### src/hw/rtl/wav_sampler_loop_extractor_core_assert.svh
// assertion macros shared by the queue and back-end rtl files
`ifndef WAV_SAMPLER_LOOP_EXTRACTOR_CORE_ASSERT_SVH
`define WAV_SAMPLER_LOOP_EXTRACTOR_CORE_ASSERT_SVH

// property checked at every clock edge outside reset
`define WSLE_ASSERT(lbl, prop, msg) \
	lbl: assert property (@(posedge clk) disable iff (!arst_n) (prop)) else $error(msg);

// antecedent on one edge implies consequent on the next edge
`define WSLE_ASSERT_NEXT(lbl, ante, cons, msg) \
	lbl: assert property (@(posedge clk) disable iff (!arst_n) (ante) |=> (cons)) else $error(msg);

`endif

### src/hw/rtl/wsle_pkg.sv
`timescale 1ns / 1ps

package wsle_pkg;

	// depth of the queue between parser and loop extractor
	localparam int QDEPTH = 2;
	localparam int QPTR_W = (QDEPTH > 1) ? $clog2(QDEPTH) : 1;
	localparam int QCNT_W = $clog2(QDEPTH + 1);

	// sampler chunk data byte positions
	localparam logic [5:0] IDX_COUNT_LAST = 6'd31;
	localparam logic [5:0] IDX_START_LAST = 6'd47;
	localparam logic [5:0] IDX_END_LAST   = 6'd51;
	localparam logic [5:0] IDX_DONE       = 6'd59;
	localparam logic [5:0] IDX_MAX        = 6'd63;

	// header and chunk header lengths
	localparam logic [5:0] HDR_LEN       = 6'd12;
	localparam logic [5:0] CHUNK_HDR_LEN = 6'd8;

	typedef enum logic [2:0] {
		FS_HEADER,
		FS_CHUNK,
		FS_SKIP,
		FS_SAMPLER,
		FS_DONE
	} front_state_t;

	typedef enum logic [1:0] {
		OP_DATA,
		OP_FAIL,
		OP_END
	} op_t;

	// one queued operation for the loop extractor
	typedef struct packed {
		op_t        op;
		logic [5:0] idx;
		logic [7:0] data;
		logic       last;
	} qent_t;

	function automatic logic [7:0] riff_byte(input logic [1:0] i);
		logic [7:0] r;
		unique case (i)
			2'd0: r = 8'h52;
			2'd1: r = 8'h49;
			2'd2: r = 8'h46;
			default: r = 8'h46;
		endcase
		return r;
	endfunction

	function automatic logic [7:0] wave_byte(input logic [1:0] i);
		logic [7:0] r;
		unique case (i)
			2'd0: r = 8'h57;
			2'd1: r = 8'h41;
			2'd2: r = 8'h56;
			default: r = 8'h45;
		endcase
		return r;
	endfunction

	function automatic logic [7:0] smpl_byte(input logic [1:0] i);
		logic [7:0] r;
		unique case (i)
			2'd0: r = 8'h73;
			2'd1: r = 8'h6D;
			2'd2: r = 8'h70;
			default: r = 8'h6C;
		endcase
		return r;
	endfunction

endpackage

### src/hw/rtl/wsle_front.sv
`timescale 1ns / 1ps

module wsle_front (
	input  logic           clk,
	input  logic           arst_n,
	input  logic           in_valid,
	output logic           in_ready,
	input  logic [7:0]     in_byte,
	input  logic           in_last,
	input  logic           q_full,
	output logic           push,
	output wsle_pkg::qent_t push_ent
);

	wsle_pkg::front_state_t state_q, state_d;
	logic [5:0]  idx_q, idx_d;
	logic [31:0] ws_q, ws_d;
	logic        smp_q, smp_d;
	logic [32:0] skip_q, skip_d;
	logic        acc;
	logic        mism;
	logic [31:0] ws_shift;
	logic [32:0] skip_new;

	assign in_ready = !q_full;
	assign acc      = in_valid && !q_full;
	assign ws_shift = {in_byte, ws_q[31:8]};
	assign skip_new = {1'b0, ws_shift} + {32'd0, ws_shift[0]};

	// tag mismatch in the file header
	always_comb begin
		mism = 1'b0;
		if (idx_q < 6'd4 && in_byte != wsle_pkg::riff_byte(idx_q[1:0])) begin
			mism = 1'b1;
		end
		if (idx_q >= 6'd8 && idx_q < wsle_pkg::HDR_LEN &&
				in_byte != wsle_pkg::wave_byte(idx_q[1:0])) begin
			mism = 1'b1;
		end
	end

	// next state and queue push
	always_comb begin
		state_d       = state_q;
		idx_d         = idx_q;
		ws_d          = ws_q;
		smp_d         = smp_q;
		skip_d        = skip_q;
		push          = 1'b0;
		push_ent.op   = wsle_pkg::OP_END;
		push_ent.idx  = idx_q;
		push_ent.data = in_byte;
		push_ent.last = in_last;
		unique case (state_q)
			wsle_pkg::FS_HEADER: begin
				if (mism) begin
					push        = 1'b1;
					push_ent.op = wsle_pkg::OP_FAIL;
					state_d     = wsle_pkg::FS_DONE;
				end else if (idx_q + 6'd1 >= wsle_pkg::HDR_LEN) begin
					state_d = wsle_pkg::FS_CHUNK;
					idx_d   = '0;
					smp_d   = 1'b1;
				end else begin
					idx_d = idx_q + 6'd1;
				end
			end
			wsle_pkg::FS_CHUNK: begin
				ws_d  = ws_shift;
				idx_d = idx_q + 6'd1;
				if (idx_q < 6'd4 && in_byte != wsle_pkg::smpl_byte(idx_q[1:0])) begin
					smp_d = 1'b0;
				end
				if (idx_q + 6'd1 >= wsle_pkg::CHUNK_HDR_LEN) begin
					idx_d = '0;
					if (smp_q) begin
						state_d = wsle_pkg::FS_SAMPLER;
					end else if (skip_new == 33'd0) begin
						smp_d = 1'b1;
					end else begin
						skip_d  = skip_new;
						state_d = wsle_pkg::FS_SKIP;
					end
				end
			end
			wsle_pkg::FS_SKIP: begin
				if (skip_q <= 33'd1) begin
					skip_d  = '0;
					state_d = wsle_pkg::FS_CHUNK;
					idx_d   = '0;
					smp_d   = 1'b1;
				end else begin
					skip_d = skip_q - 33'd1;
				end
			end
			wsle_pkg::FS_SAMPLER: begin
				push        = 1'b1;
				push_ent.op = wsle_pkg::OP_DATA;
				if (idx_q < wsle_pkg::IDX_MAX) begin
					idx_d = idx_q + 6'd1;
				end
			end
			wsle_pkg::FS_DONE: begin
			end
			default: begin
				state_d = wsle_pkg::FS_DONE;
			end
		endcase
		// final byte closes the file and rearms the parser
		if (in_last) begin
			if (state_q != wsle_pkg::FS_DONE && !push) begin
				push        = 1'b1;
				push_ent.op = wsle_pkg::OP_END;
			end
			state_d = wsle_pkg::FS_HEADER;
			idx_d   = '0;
			ws_d    = '0;
			smp_d   = 1'b0;
			skip_d  = '0;
		end
		if (!acc) begin
			push = 1'b0;
		end
	end

	// parser state register
	always_ff @(posedge clk or negedge arst_n) begin
		if (!arst_n) begin
			state_q <= wsle_pkg::FS_HEADER;
			idx_q   <= '0;
			ws_q    <= '0;
			smp_q   <= 1'b0;
			skip_q  <= '0;
		end else if (acc) begin
			state_q <= state_d;
			idx_q   <= idx_d;
			ws_q    <= ws_d;
			smp_q   <= smp_d;
			skip_q  <= skip_d;
		end
	end

endmodule

### src/hw/rtl/wsle_queue.sv
`timescale 1ns / 1ps
`include "wav_sampler_loop_extractor_core_assert.svh"

module wsle_queue (
	input  logic            clk,
	input  logic            arst_n,
	input  logic            push,
	input  wsle_pkg::qent_t push_ent,
	output logic            full,
	output logic            head_valid,
	output wsle_pkg::qent_t head_ent,
	input  logic            pop
);

	wsle_pkg::qent_t                 mem_q [wsle_pkg::QDEPTH];
	logic [wsle_pkg::QPTR_W-1:0]     wr_q;
	logic [wsle_pkg::QPTR_W-1:0]     rd_q;
	logic [wsle_pkg::QCNT_W-1:0]     cnt_q;
	logic                            do_push;
	logic                            do_pop;

	localparam logic [wsle_pkg::QPTR_W-1:0] PTR_LAST = wsle_pkg::QPTR_W'(wsle_pkg::QDEPTH - 1);
	localparam logic [wsle_pkg::QCNT_W-1:0] CNT_FULL = wsle_pkg::QCNT_W'(wsle_pkg::QDEPTH);

	assign full       = (cnt_q == CNT_FULL);
	assign head_valid = (cnt_q != '0);
	assign head_ent   = mem_q[rd_q];
	assign do_push    = push && !full;
	assign do_pop     = pop && head_valid;

	// entry storage
	always_ff @(posedge clk) begin
		if (do_push) begin
			mem_q[wr_q] <= push_ent;
		end
	end

	// pointers and fill count
	always_ff @(posedge clk or negedge arst_n) begin
		if (!arst_n) begin
			wr_q  <= '0;
			rd_q  <= '0;
			cnt_q <= '0;
		end else begin
			if (do_push) begin
				wr_q <= (wr_q == PTR_LAST) ? '0 : wr_q + 1'b1;
			end
			if (do_pop) begin
				rd_q <= (rd_q == PTR_LAST) ? '0 : rd_q + 1'b1;
			end
			if (do_push && !do_pop) begin
				cnt_q <= cnt_q + 1'b1;
			end else if (do_pop && !do_push) begin
				cnt_q <= cnt_q - 1'b1;
			end
		end
	end

	`WSLE_ASSERT(a_q_no_overflow, !(push && full), "push into a full queue")
	`WSLE_ASSERT(a_q_count_bound, cnt_q <= CNT_FULL, "queue count above depth")
	`WSLE_ASSERT_NEXT(a_q_push_seen, do_push && !do_pop, head_valid, "queue empty after push")

endmodule

### src/hw/rtl/wsle_back.sv
`timescale 1ns / 1ps
`include "wav_sampler_loop_extractor_core_assert.svh"

module wsle_back (
	input  logic            clk,
	input  logic            arst_n,
	input  logic            head_valid,
	input  wsle_pkg::qent_t head_ent,
	output logic            pop,
	output logic            out_valid,
	input  logic            out_ready,
	output logic            out_found,
	output logic [31:0]     out_start,
	output logic [31:0]     out_length
);

	logic        sent_q, sent_d;
	logic [31:0] ws_q, ws_d;
	logic [31:0] lb_q, lb_d;
	logic [31:0] ws_new;
	logic [31:0] ws_diff;
	logic        fire;
	logic        res_found;
	logic [31:0] res_start;
	logic [31:0] res_len;
	logic        vld_q;
	logic        found_q;
	logic [31:0] start_q;
	logic [31:0] len_q;

	assign pop     = head_valid && (!vld_q || out_ready);
	assign ws_new  = (head_ent.idx <= wsle_pkg::IDX_END_LAST) ?
		{head_ent.data, ws_q[31:8]} : ws_q;
	assign ws_diff = ws_new - lb_q;

	// loop field extraction and outcome
	always_comb begin
		sent_d    = sent_q;
		ws_d      = ws_q;
		lb_d      = lb_q;
		fire      = 1'b0;
		res_found = 1'b0;
		res_start = '0;
		res_len   = '0;
		case (head_ent.op)
			wsle_pkg::OP_DATA: begin
				if (!sent_q) begin
					ws_d = ws_new;
					if (head_ent.idx == wsle_pkg::IDX_COUNT_LAST && ws_new == '0) begin
						fire = 1'b1;
					end else if (head_ent.idx == wsle_pkg::IDX_START_LAST) begin
						lb_d = ws_new;
					end else if (head_ent.idx == wsle_pkg::IDX_END_LAST) begin
						if (ws_new <= lb_q) begin
							fire = 1'b1;
						end else begin
							ws_d = ws_diff;
						end
					end else if (head_ent.idx >= wsle_pkg::IDX_DONE) begin
						fire      = 1'b1;
						res_found = 1'b1;
						res_start = lb_q;
						res_len   = ws_new;
					end
				end
				if (head_ent.last && !fire && !sent_q) begin
					fire = 1'b1;
				end
				sent_d = (sent_q || fire) && !head_ent.last;
			end
			wsle_pkg::OP_FAIL: begin
				fire   = 1'b1;
				sent_d = 1'b0;
			end
			wsle_pkg::OP_END: begin
				fire   = !sent_q;
				sent_d = 1'b0;
			end
			default: begin
				sent_d = 1'b0;
			end
		endcase
	end

	// extractor state
	always_ff @(posedge clk or negedge arst_n) begin
		if (!arst_n) begin
			sent_q <= 1'b0;
		end else if (pop) begin
			sent_q <= sent_d;
		end
	end

	always_ff @(posedge clk) begin
		if (pop) begin
			ws_q <= ws_d;
			lb_q <= lb_d;
		end
	end

	// result output register
	always_ff @(posedge clk or negedge arst_n) begin
		if (!arst_n) begin
			vld_q <= 1'b0;
		end else if (pop && fire) begin
			vld_q <= 1'b1;
		end else if (out_ready) begin
			vld_q <= 1'b0;
		end
	end

	always_ff @(posedge clk) begin
		if (pop && fire) begin
			found_q <= res_found;
			start_q <= res_start;
			len_q   <= res_len;
		end
	end

	assign out_valid  = vld_q;
	assign out_found  = found_q;
	assign out_start  = start_q;
	assign out_length = len_q;

	`WSLE_ASSERT(a_b_fail_zero, !(vld_q && !found_q && {start_q, len_q} != '0), "fail not zero")
	`WSLE_ASSERT(a_b_len_nonzero, !(vld_q && found_q && len_q == '0), "found loop with zero length")
	`WSLE_ASSERT_NEXT(a_b_last_rearms, pop && head_ent.last, !sent_q, "not rearmed after last")

endmodule

### src/hw/rtl/wav_sampler_loop_extractor_core.sv
`timescale 1ns / 1ps

// RIFF/WAVE sampler loop extractor. One file byte is taken per clock cycle on s_axis,
// with s_tlast on the final byte; the parser front end walks the RIFF and WAVE tags and
// the chunk list, and hands the bytes of the first smpl chunk through a two-entry queue
// to the loop extractor, which gives exactly one transaction per file on m_axis: found on
// m_tuser plus loop start and length on m_tdata, or found=0 with zero fields on a bad tag,
// a zero loop count, an empty first loop or a file that ends undecided. A result passes
// through the queue and then the output register before it is offered on m_axis.
// Input stalls only when m_tready is held low long enough for the queue to fill.
module wav_sampler_loop_extractor_core (
	input  logic        clk,
	input  logic        arst_n,
	input  logic        s_tvalid,
	output logic        s_tready,
	input  logic [7:0]  s_tdata,   // [7:0] byte_value
	input  logic        s_tlast,   // last_byte
	output logic        m_tvalid,
	input  logic        m_tready,
	output logic [63:0] m_tdata,   // [31:0] loop_start, [63:32] loop_length
	output logic        m_tuser    // found
);

	logic            q_full;
	logic            push;
	wsle_pkg::qent_t push_ent;
	logic            head_valid;
	wsle_pkg::qent_t head_ent;
	logic            pop;
	logic            found;
	logic [31:0]     loop_start;
	logic [31:0]     loop_length;

	// chunk walker
	wsle_front u_front (
		.clk      (clk),
		.arst_n   (arst_n),
		.in_valid (s_tvalid),
		.in_ready (s_tready),
		.in_byte  (s_tdata),
		.in_last  (s_tlast),
		.q_full   (q_full),
		.push     (push),
		.push_ent (push_ent)
	);

	// decoupling queue
	wsle_queue u_queue (
		.clk        (clk),
		.arst_n     (arst_n),
		.push       (push),
		.push_ent   (push_ent),
		.full       (q_full),
		.head_valid (head_valid),
		.head_ent   (head_ent),
		.pop        (pop)
	);

	// loop extractor and result register
	wsle_back u_back (
		.clk        (clk),
		.arst_n     (arst_n),
		.head_valid (head_valid),
		.head_ent   (head_ent),
		.pop        (pop),
		.out_valid  (m_tvalid),
		.out_ready  (m_tready),
		.out_found  (found),
		.out_start  (loop_start),
		.out_length (loop_length)
	);

	assign m_tdata = {loop_length, loop_start};
	assign m_tuser = found;

endmodule

### config.mk
export PLATFORM = sky130hd
export DESIGN_NAME = wav_sampler_loop_extractor_core
export DESIGN_NICKNAME = d
export VERILOG_FILES = /design/src/hw/rtl/wsle_pkg.sv /design/src/hw/rtl/wsle_front.sv /design/src/hw/rtl/wsle_queue.sv /design/src/hw/rtl/wsle_back.sv /design/src/hw/rtl/wav_sampler_loop_extractor_core.sv
export VERILOG_INCLUDE_DIRS = /design/src /design/src/hw/rtl
export SDC_FILE = /design/constraint.sdc
export NUM_CORES = 1
export LEC_CHECK = 0
export BUFFER_PORTS_ARGS = -buffer_cell sky130_fd_sc_hd__buf_4
export CAP_MARGIN = 10
export CORE_ASPECT_RATIO = 1.2
export CORE_MARGIN = 5
export CORE_UTILIZATION = 55
export DETAILED_ROUTE_END_ITERATION = 8
export GPL_TIMING_DRIVEN = 0
export PLACE_DENSITY = 0.75
export SYNTH_ARGS = -nofsm -noshare
export SYNTH_HDL_FRONTEND = slang
export SYNTH_HIERARCHICAL = 1
export SYNTH_SLANG_ARGS = --single-unit
### constraint.sdc
create_clock -name clk -period 8.9 [get_ports clk]
set_input_delay 1.78 -clock clk [delete_from_list [all_inputs] [get_ports clk]]
set_output_delay 1.78 -clock clk [all_outputs]
set_load 0.05 [all_outputs]
-- Yosys cells after proc, flatten, opt, wreduce, memory -nomap -nowiden
Memories as Yosys holds them, arrays and structs flattened.
Cells that the tools add are included.
- memories kept: 1
- output and inout port bits: 67
- RAM bits: 34
- flip-flop bits (word level): 210
- logic and storage cells: 183
- memory list (memory ; depth ; width ; read ports ; clocked after memory_dff ; wr ports ; line ; text):
    u_queue.mem_q ; 2 ; 17 ; 1 ; 0 ; 1 ; wsle_queue.sv:15 ; wsle_pkg::qent_t mem_q [wsle_pkg::QDEPTH];
- equality and inequality tests: 26
- reduce and logical (&&, ||, !) cells: 48
- add/sub/neg operators: 8
- multiplexer cells: 71
- order comparisons: 10
- bitwise gates (word level): 4
- operators with widths (cell ; number):
    two-way mux 32 bit ; 7
    two-way mux 33 bit ; 5
    case mux 33 bit (2 select lines) ; 1
    two-way mux 6 bit ; 6
    adder 32 x 1 -> 33 bit ; 1
    less-or-equal comparator 33 x 1 -> 1 bit, second input constant ; 1
    logical NOT 33 bit ; 1
    subtractor 33 x 1 -> 33 bit, second input constant ; 1
    less-or-equal comparator 32 bit ; 1
    logical NOT 32 bit ; 1
    subtractor 32 bit ; 1
    two-way mux 1 bit ; 30
    case mux 5 bit (3 select lines) ; 2
    case mux 6 bit (4 select lines) ; 1
    two-way mux 3 bit ; 7
    AND reduction 5 bit ; 4
    greater-or-equal comparator 6 x 4 -> 1 bit, second input constant ; 3
    logical AND 1 bit ; 16
    inequality test 8 x 7 -> 1 bit ; 2
    == test 6 bit, second input constant ; 2
    inequality test 3 x 2 -> 1 bit, second input constant ; 4
    inequality test 3 bit, second input constant ; 4
    case mux 3 bit (4 select lines) ; 1
    two-way mux 2 bit ; 5
    other kinds (39) ; 60

-- Depth between registers and ports, before layout
- depth after elaboration: 18
- depth in mapped cells: 19

-- Cells and area by module
Netlist, hierarchy kept.
- by module, submodules not included (module ; area an instance (µm²) ; times used ; cells each):
    wsle_back ; 6942.9 ; 1 ; 640
    wsle_front ; 5595.4 ; 1 ; 667
    wsle_queue ; 1477.7 ; 1 ; 72

-- Worst setup path before layout
No wires, ideal clock.
- path type: flip-flop to flip-flop
- start: register u_queue.rd_q
- end: register u_back.found_q, in the netlist u_back/out_found (enable)
- library setup time: 0.488 ns
- data arrival time: 6.233 ns
- slack: 2.179 ns
- stages on the path, launching flop included: 18
- data required time: 8.412 ns
- path through: dfrtp_1 buf_6 buf_12 mux2_4 o211ai_2 buf_2 mux2i_1 ha_1 inv_1 fa_1 nand3_1 a21oi_1 o21a_1 o21ai_1 a21oi_1 o31ai_1 o31ai_1 nor2_1
- RTL lines (element ; line ; text):
    start, declared ; wsle_queue.sv:17 ; logic [wsle_pkg::QPTR_W-1:0] rd_q;
    start signal, assigned ; wsle_queue.sv:49 ; rd_q <= (rd_q == PTR_LAST) ? '0 : rd_q + 1'b1;
    end signal, assigned ; wsle_back.sv:114 ; found_q <= res_found;
    end, declared ; wsle_back.sv:27 ; logic found_q;

==> results.cfg <==
[status]
outcome = completed

[finish]
n_fill_cell = 2150
drive_above_1_share = 0.143
antenna_cells = 0
multi_input_area_mm2 = 0.00642
seq_area_mm2 = 0.00672
fin_nets = 1535
areaGrowthSynthToFinish_pct = 13.1

[yosys]
synth_area_per_cell_um2 = 10.2
ys_warn_count = 6
syn_nets = 1435
netlist_instances = 1379
netlist_area_mm2 = 0.0140
synth_enable_flop_cells = 163
ys_types = 94
yosysSeqAreaShare = 0.480
synthArstFlopShare = 0.309
ys_seq_elements = 236
yosys_most_used_dff = edfxtp_1

[worst_setup_path]
arrival_ns = 6.21
cp_max_fo = 38
end_kind = register
cp.required_ns = 9.11
worstSetupStartpointType = register
path_class = reg2reg
r2r_slack_ns = 2.91
r2r_cells = 18
r2r-end = u_back/out_length[21]$_SDFFCE_PP0P_
r2r_start = u_queue/rd_q$_DFFE_PN0P_

[drt]
wl_per_cell_um = 19.9
wirelength_um = 36400
drcViolationCount = 0
dr.pass1.iters = 6
ant_nets = 0
vias = 11200
drtIter0Drc = 929
routed_via_density = 6.12

[floorplan]
fp.dieW_um = 156
num_rows = 64
start_util = 0.554
ios = 80
die-area_mm2 = 0.0288
core_area_mm2 = 0.0253
die_h_um = 185

[clocking]
cts_made_buffers = 25
clkSinkCount = 236
cts_root_buffer = clkbuf_16
cts.path.max_buffers = 3
cts.htree.levels = 1
cts_tree = built
path_clk_slew_ns = 0.06
insertion_delay_ns = 0.53
cts_resized = 0
hold_buffers = 0
cts_setup_buffers = 0

[min_path]
hold_class = reg2reg
worst_hold_path.num_cells = 0
min_from = u_front/idx_q[5]$_DFFE_PN0P_
min_to = u_queue/mem_q[0][14]$_DFFE_PP_

[placement]
gp_congestion = 0.953
placement.io_buffers = 71
dp_hpwl_um = 26900
post-place-ws_ns = 2.97

[timing]
fin_skew_ns = 0.00946
setup_ws_ns = 2.91
finalSetupViolations = 0
final-hold-violation-count = 0
fin_crit_sh = 0.673
relSlewSlack = 0.365
clock.fmax_mhz = 167
slew_viol_final = 0
finalSetupTns_ns = 0
worstMarginPinSlew_ns = 0.952
rsz0062_at_grt = no
post-route-min-period_ns = 5.99

[grt]
antenna_found_initial = 0
grt_pass1_wl_um = 58000
grt-ovfl-total = 0
grt_usage = 0.250
first_global_vias = 11200
grt_max_degree = 74

[power]
p_leak_uw = 0.00664
vdd.ir_drop.worst_v = 0.000182
p_per_area_mw_per_mm2 = 308

[run]
cap_violations = 0
==> per-layer routing <==
metal / share of wire / global-route usage
met4: 0.053 / 0.119
met3: 0.064 / 0.0315
met2: 0.50 / 0.447
met1: 0.38 / 0.297
met5: 0 / 0
==> cells by family (layout without fill, tap and decap cells) <==
| logic type | count (synthesis) | in the layout | share of synthesized area |
|---|---|---|---|
| AO/OA/AOI/OAI | 321 | 321 | 0.158 |
| XOR/XNOR | 68 | 68 | 0.0425 |
| adder cells (fa/ha/maj) | 43 | 43 | 0.0389 |
| buffers and inverters | 200 | 319 | 0.0629 |
| flip-flops | 236 | 236 | 0.480 |
| multiplexers | 62 | 62 | 0.0493 |
| AND/OR/NAND/NOR | 449 | 449 | 0.169 |
==> report_power, final <==
| part | internal [µW] | leakage [µW] | switching (µW) |
|---|---|---|---|
| registers | 1530 | 0.00252 | 113 |
| clock network | 648 | 0.000417 | 429 |
| logic | 707 | 0.00370 | 1460 |
==> state kept, by name, indices dropped and copies added, names as in the netlist <==
signal             flops
u_front/state_q        3
u_queue/cnt_q          2
u_queue/wr_q           1
u_queue/rd_q           1
u_front/ws_q          24
u_back/out_found       1
u_back/ws_q           32
u_back/lb_q           32
u_front/skip_q        33
u_queue/mem_q         34
u_back/out_length     32
u_back/out_valid       1
u_back/out_start      32
u_front/idx_q          6
u_front/smp_q          1
u_back/sent_q          1
==> Yosys cell counts (36+ instances only) <==
master / instances / area share
dfrtp_1: 73 / 0.13
a21oi_1: 64 / 0.023
mux2i_1: 39 / 0.028
nand3_1: 38 / 0.014
xnor2_1: 42 / 0.026
nand2_1: 75 / 0.020
ha_1: 42 / 0.037
edfxtp_1: 163 / 0.35
nor2_1: 141 / 0.038
inv_1: 114 / 0.031
clkbuf_1: 37 / 0.0099
o21ai_1: 36 / 0.013
o21ai_0: 37 / 0.013
==> critical path, stage by stage (launching register included) <==
cell and delay (ns):
dfrtp_1 0.37, buf_6 0.15, buf_12 0.15, mux2_4 0.32, o211ai_2 0.41, buf_2 0.39, mux2i_1 0.58, inv_1 0.14
ha_1 0.29, buf_2 0.16, nand4_1 0.16, nor3_1 0.08, o21bai_1 0.18, nor3b_1 0.51, a21oi_1 0.18, o31ai_1 0.42
o31ai_1 0.19, nor2_4 0.63, buf_12 0.30
==> cell usage in the layout, fill, tap and decap left out, types with 16 or more instances in the layout <==
cell type	count
nand3_1	38
clkbuf_16	26
a22o_1	27
a31oi_1	18
and3_1	17
o21ai_0	37
nor3_1	35
buf_2	29
xor2_1	26
clkbuf_1	43
nand2_1	75
or3_1	16
buf_4	84
ha_1	42
o21ai_1	36
a21oi_1	64
edfxtp_1	163
nand4_1	29
dfrtp_1	73
xnor2_1	42
nor2_1	140
inv_1	114
mux2i_1	39
==> stage by stage <==
stage | std cells | util | hold slack (ns) | cell area (µm²) | power, µW
finish | 1828 | 0.627 | 0.491 | 15900 | 4890
global route | 1828 | 0.627 | 0.506 | 15900 | 5130
CTS | 1828 | 0.627 | 0.499 | 15900 | 4910
detailed placement | 1782 | 0.593 | 0.486 | 15000 | 3820
global placement | 1780 | 0.591 | 0.451 | 15000 | 3780
floorplan | 1379 | - | 0.440 | 14000 | 3240
==> final cells by class <==
cell class | count | area share
multi-input cells | 943 | 0.405
well taps | 330 | 0.0260
repair buffers | 73 | 0.0356
plain buffers | 86 | 0.0286
flip-flops and latches | 236 | 0.424
inverters | 114 | 0.0270
clock inverters | 11 | 0.00868
clock buffers | 35 | 0.0451
==> worst max path at each step <==
stage | start | endpoint | slack [ns] | cells after the start
after detailed placement | u_queue/rd_q$_DFFE_PN0P_ | u_back/out_start[23]$_SDFFCE_PP0P_ | 2.97 | 17
after global routing | u_queue/rd_q$_DFFE_PN0P_ | u_back/out_length[21]$_SDFFCE_PP0P_ | 2.57 | 18
final | u_queue/rd_q$_DFFE_PN0P_ | u_back/out_length[21]$_SDFFCE_PP0P_ | 2.91 | 18
after global placement | u_queue/rd_q$_DFFE_PN0P_ | u_back/out_start[24]$_SDFFCE_PP0P_ | 0.37 | 17
after CTS | u_queue/rd_q$_DFFE_PN0P_ | u_back/out_length[21]$_SDFFCE_PP0P_ | 2.92 | 18
after floorplan | u_queue/rd_q$_DFFE_PN0P_ | u_back/out_found$_SDFFCE_PP0P_ | 2.18 | 17
Note: power is estimated with default switching activity, not from simulation.
